File: src/btr_pkg.sv
package btr_pkg;

  localparam int NODE_CAPACITY_DEF = 128;
  localparam int ENTRY_WIDTH_DEF = 32;
  localparam logic [7:0] ENTRY_LIMIT_RST = 8'd128;

  typedef enum logic [1:0] {
    ACT_CLEAR  = 2'd0,
    ACT_APPEND = 2'd1,
    ACT_REBAL  = 2'd2,
    ACT_READ   = 2'd3
  } action_t;

  typedef enum logic [1:0] {
    ST_OK     = 2'd0,
    ST_FULL   = 2'd1,
    ST_TARGET = 2'd2,
    ST_INDEX  = 2'd3
  } status_t;

  localparam logic [1:0] NODE_LEFT   = 2'd0;
  localparam logic [1:0] NODE_CENTER = 2'd1;
  localparam logic [1:0] NODE_RIGHT  = 2'd2;
  localparam logic [1:0] NODE_NONE   = 2'd3;

  typedef struct packed {
    logic load;
    logic exec_op;
    logic read_resp;
    logic fail_resp;
    logic gather;
    logic pos_clr;
    logic scatter;
    logic commit;
  } cmd_t;

  typedef struct packed {
    logic tgt_fail;
    logic total_zero;
    logic pos_last;
  } stat_t;

endpackage

File: src/btr_ctrl.sv
module btr_ctrl (
  input  logic           clk,
  input  logic           rst,
  input  logic           start,
  input  logic [1:0]     action,
  input  btr_pkg::stat_t stat,
  output btr_pkg::cmd_t  cmd,
  output logic           busy,
  output logic           done
);
  import btr_pkg::*;

  typedef enum logic [11:0] {
    S_IDLE     = 12'b000000000001,
    S_EXEC     = 12'b000000000010,
    S_RD_ISSUE = 12'b000000000100,
    S_RD_DONE  = 12'b000000001000,
    S_CALC1    = 12'b000000010000,
    S_CALC2    = 12'b000000100000,
    S_CALC3    = 12'b000001000000,
    S_CHECK    = 12'b000010000000,
    S_GATHER   = 12'b000100000000,
    S_GFLUSH   = 12'b001000000000,
    S_SCATTER  = 12'b010000000000,
    S_SFLUSH   = 12'b100000000000
  } state_t;

  state_t state;
  state_t state_next;
  logic   respond;

  always_ff @(posedge clk) begin
    if (rst) begin
      state <= S_IDLE;
      done  <= 1'b0;
    end else begin
      state <= state_next;
      done  <= respond;
    end
  end

  always_comb begin
    cmd        = '0;
    state_next = state;
    case (state)
      S_IDLE: begin
        if (start) begin
          cmd.load = 1'b1;
          case (action)
            ACT_READ:  state_next = S_RD_ISSUE;
            ACT_REBAL: state_next = S_CALC1;
            default:   state_next = S_EXEC;
          endcase
        end
      end
      S_EXEC: begin
        cmd.exec_op = 1'b1;
        state_next  = S_IDLE;
      end
      S_RD_ISSUE: state_next = S_RD_DONE;
      S_RD_DONE: begin
        cmd.read_resp = 1'b1;
        state_next    = S_IDLE;
      end
      S_CALC1: state_next = S_CALC2;
      S_CALC2: state_next = S_CALC3;
      S_CALC3: state_next = S_CHECK;
      S_CHECK: begin
        if (stat.tgt_fail) begin
          cmd.fail_resp = 1'b1;
          state_next    = S_IDLE;
        end else if (stat.total_zero) begin
          state_next = S_SFLUSH;
        end else begin
          state_next = S_GATHER;
        end
      end
      S_GATHER: begin
        cmd.gather = 1'b1;
        if (stat.pos_last) begin
          state_next = S_GFLUSH;
        end
      end
      S_GFLUSH: begin
        cmd.pos_clr = 1'b1;
        state_next  = S_SCATTER;
      end
      S_SCATTER: begin
        cmd.scatter = 1'b1;
        if (stat.pos_last) begin
          state_next = S_SFLUSH;
        end
      end
      S_SFLUSH: begin
        cmd.commit = 1'b1;
        state_next = S_IDLE;
      end
      default: state_next = S_IDLE;
    endcase
  end

  assign respond = cmd.exec_op | cmd.read_resp | cmd.fail_resp | cmd.commit;
  assign busy    = (state != S_IDLE);

endmodule

File: config.mk
export PLATFORM = sky130hd
export DESIGN_NAME = btr_ctrl
export DESIGN_NICKNAME = d
export VERILOG_FILES = /design/src/btr_pkg.sv /design/src/btr_ctrl.sv
export SDC_FILE = /design/constraint.sdc
export NUM_CORES = 1
export LEC_CHECK = 0
export ABC_AREA = 1
export ABC_CLOCK_PERIOD_IN_PS = 1550
export BUFFER_PORTS_ARGS = -buffer_cell sky130_fd_sc_hd__buf_2
export CORE_MARGIN = 10
export CORE_UTILIZATION = 52
export DETAILED_ROUTE_END_ITERATION = 12
export GPL_TIMING_DRIVEN = 0
export PLACE_DENSITY_LB_ADDON = 0.2
export SETUP_SLACK_MARGIN = 0.2
export SYNTH_ARGS = -nofsm -noshare
export SYNTH_HDL_FRONTEND = slang
export SYNTH_SLANG_ARGS = --single-unit
File: constraint.sdc
create_clock -name clk -period 1.55 [get_ports clk]
set_clock_uncertainty 0.2 [all_clocks]
set_input_delay 0 -clock clk [delete_from_list [all_inputs] [get_ports clk]]
set_output_delay 0 -clock clk [all_outputs]
set_load 0.02 [all_outputs]
==> run metrics <==
Critical Path End=state[2]$_SDFFE_PP0P_; Yosys warning count=0; Fmax achieved=0.598 GHz; Clock Sinks=13; Psw=623 µW; Die ar.=0.00372 mm²; htree depth=1; Max rail drop VDD=0.000760 V; Synth Flop Type=dfxtp_1; via/cell ratio=5.83; critical path required time=1.56 ns; Layout fillers=64; Iteration-0 DRC Markers=92; Critical Path Source=state[11]$_SDFFE_PP0P_; setup tns final=-1.25 ns; hpwl dp=1550 µm; Syn Area/Cell=6.93 µm²; drt pass-1 iters=4; Final Util=91.2%; Reg power frac=27.1%; #FFs+latches synth=13; Worst Setup End Kind=flip-flop; worst hold path type=in2reg; Worst Path Max Fanout=5; post-synth top area cell=dfxtp_1; critical path's largest stage delay=0.36 ns; failing checks=setup timing; M3 GR Usage=5.01%; post-layout worst setup margin=-0.121 ns; Final Hold Fails=0; # port buffers=17; Sw Share=43.3%; die height=61.0 µm; share of the synthesized area in the top cell type=29.8%; worst flop-to-flop path startpoint=state[11]$_SDFFE_PP0P_; synth top area cells=dfxtp_1 (30%), inv_1 (12%), nand2_1 (12%); total number of vias=1055; gr usage total=15.5%; CP Cell Sequence=nor2_4, nand2_4, nor2_8, nand2_4, buf_6, nor2_4, nand2_1, nor3_2; # DRC=0; min cycle time layout=1.67 ns; flop2flop setup slack=-0.12 ns; syn_nets=134; top-count cell post-synth=inv_1; Placed Instances=159; number of global-route vias before repair=981; Detail Route Antenna Nets=0; Crit Path Class=reg2reg; grt total ovfl=0; WL per Instance=19.9 µm; die width=61.0 µm; gpl congestion=0.793; Lkg Pwr=0.665 nW; Post-synth top cells=inv_1 (29), nand2_1 (27), nor2_1 (14); pre-CTS setup slack=0.0150 ns; post-synthesis cell type count=21; buffer depth of the longest clock path=2; Async S/R FF share, synth=0%; Starting Density=56.7%; Final Routed Wirelength=3600 µm; reg2reg path depth=8; # Max-Cap Violations=0; Seq/Total Area, Yosys=29.8%; crit path launch type=flip-flop; met2 usage=27.5%; area added between synthesis and finish=60.9%; Cell Int Power=816 µW; Final Max Slew Viols=0; ANT cells=0; clk slew on worst S/H paths=0.10 ns; Worst Path Arrival=1.68 ns; Cells after Synth=126; Num CTS Buffers=3; worst-skew pair later-pin latency=0.29 ns; Post-synth EDFFs=0; largest net degree at the start of global routing=11; initial antenna violation count=0; worst flop-to-flop path endpoint=state[2]$_SDFFE_PP0P_; nets=174; final setup fails=17; status=finished, violations left; busiest layer in global routing=met2; Final period util=108%; combinational share of power=56.2%; worst slew pin tran=0.692 ns; worst hold slack=0.245 ns; share of cells above drive strength 1=52.7%; Root Buffer=clkbuf_4; first-pass GRT wire length=4330 µm; fin cells=181; Top-Level Pins=18; RSZ-0062 raised after global routing=true; Clk pwr share=16.7%; pwr dens=1020 mW/mm²; Post-Syn Area=873 µm²; Core Rows=14; met1 global-route usage=14.9%; slew margin rel.=53.9%; CP max stage cell=dfxtp_2; CTS tree=built; core area=0.00154 mm²
[cells in the final DEF, fill, tap and decap left out, types with 2 or more instances in the layout]
cell           netlist  final
inv_1               29     27
nand2_1             27     20
nor2_4               5     13
buf_6                0     11
nor2_1              14      9
dfxtp_2              0      9
buf_2                0      8
nand2_2              3      7
nor3_2               2      7
dlygate4sd3_1        0      7
buf_4                0      7
nand2_4              2      4
nand4_1              4      4
nand3_4              2      3
nand3_1              4      3
clkbuf_4             0      3
dfxtp_1             13      3
nor2_8               2      2
inv_2                1      2
nor2_2               5      2
clkbuf_1             1      2
nor3_1               7      2
buf_12               0      2
[state kept, by name (all words and copies together) (netlist names)]
name	flops
state	12
done	1
[stage by stage]
stage	cell area (µm²)	power, mW
after floorplan	902	0.758
final	1410	1.44
after detailed placement	1010	0.850
after global placement	1010	0.839
after global routing	1410	1.47
after CTS	1270	1.23
[what timing repair did]
| item | 4_1_cts | 5_1_grt |
|---|---|---|
| pin swaps | 18 | 16 |
| hold buffers | 7 | 0 |
| hold endpoints to repair | 8 | 0 |
| setup endpoints to repair | 21 | 22 |
| buffers inserted | 7 | 4 |
| resized for setup | 33 | 26 |
[power by group through the flow]
stage | combinational (mW) | clock (mW) | sequential, mW
final | 0.808 | 0.240 | 0.390
after global routing | 0.840 | 0.244 | 0.390
after CTS | 0.638 | 0.215 | 0.376
after detailed placement | 0.469 | 0 | 0.381
after global placement | 0.459 | 0 | 0.380
after floorplan | 0.380 | 0 | 0.378
[final cells by class]
type                    count  area (µm²)  area share [%]
repair buffers             35         327            23.2
flip-flops and latches     13         275            19.6
multi-input cells          82         638            45.4
well taps                  16        20.0            1.42
clock buffers               4        26.3            1.87
inverters                  30         115            8.19
plain buffers               1        3.75           0.267
[how the worst min path moves through the flow]
stage | slack [ns] | startpoint | endpoint | depth (start not counted)
2_1_floorplan | -0.12 | action[1] | state[1]$_SDFFE_PP0P_ | 1
3_3_place_gp | -0.01 | action[1] | state[1]$_SDFFE_PP0P_ | 2
3_5_place_dp | -0.01 | action[1] | state[1]$_SDFFE_PP0P_ | 2
4_1_cts | 0.23 | action[1] | state[1]$_SDFFE_PP0P_ | 3
5_1_grt | 0.26 | action[1] | state[1]$_SDFFE_PP0P_ | 3
6_report | 0.24 | action[1] | state[1]$_SDFFE_PP0P_ | 3
[per-layer routing]
metal,share of wire (%),vias up,wire [µm]
met1,35,484,1270
met2,50,84,1810
met4,5.8,0,210
met3,8.5,24,308
li1,-,463,-
met5,0,-,0
[worst max-delay path, delay by kind of cell (launching register included)]
family / cells / cell delay, ns
and+or+nand+nor: 7 / 0.89
DFF: 1 / 0.36
buffers and inverters: 1 / 0.14
[cell families after synthesis]
kind of cell    after synthesis  synth area share [%]
simple gates                 80                  55.7
buf+inv                      31                  13.3
flops                        13                  29.8
compound gates                2                  1.15
No activity file was read; power rests on OpenSTA's default activity.
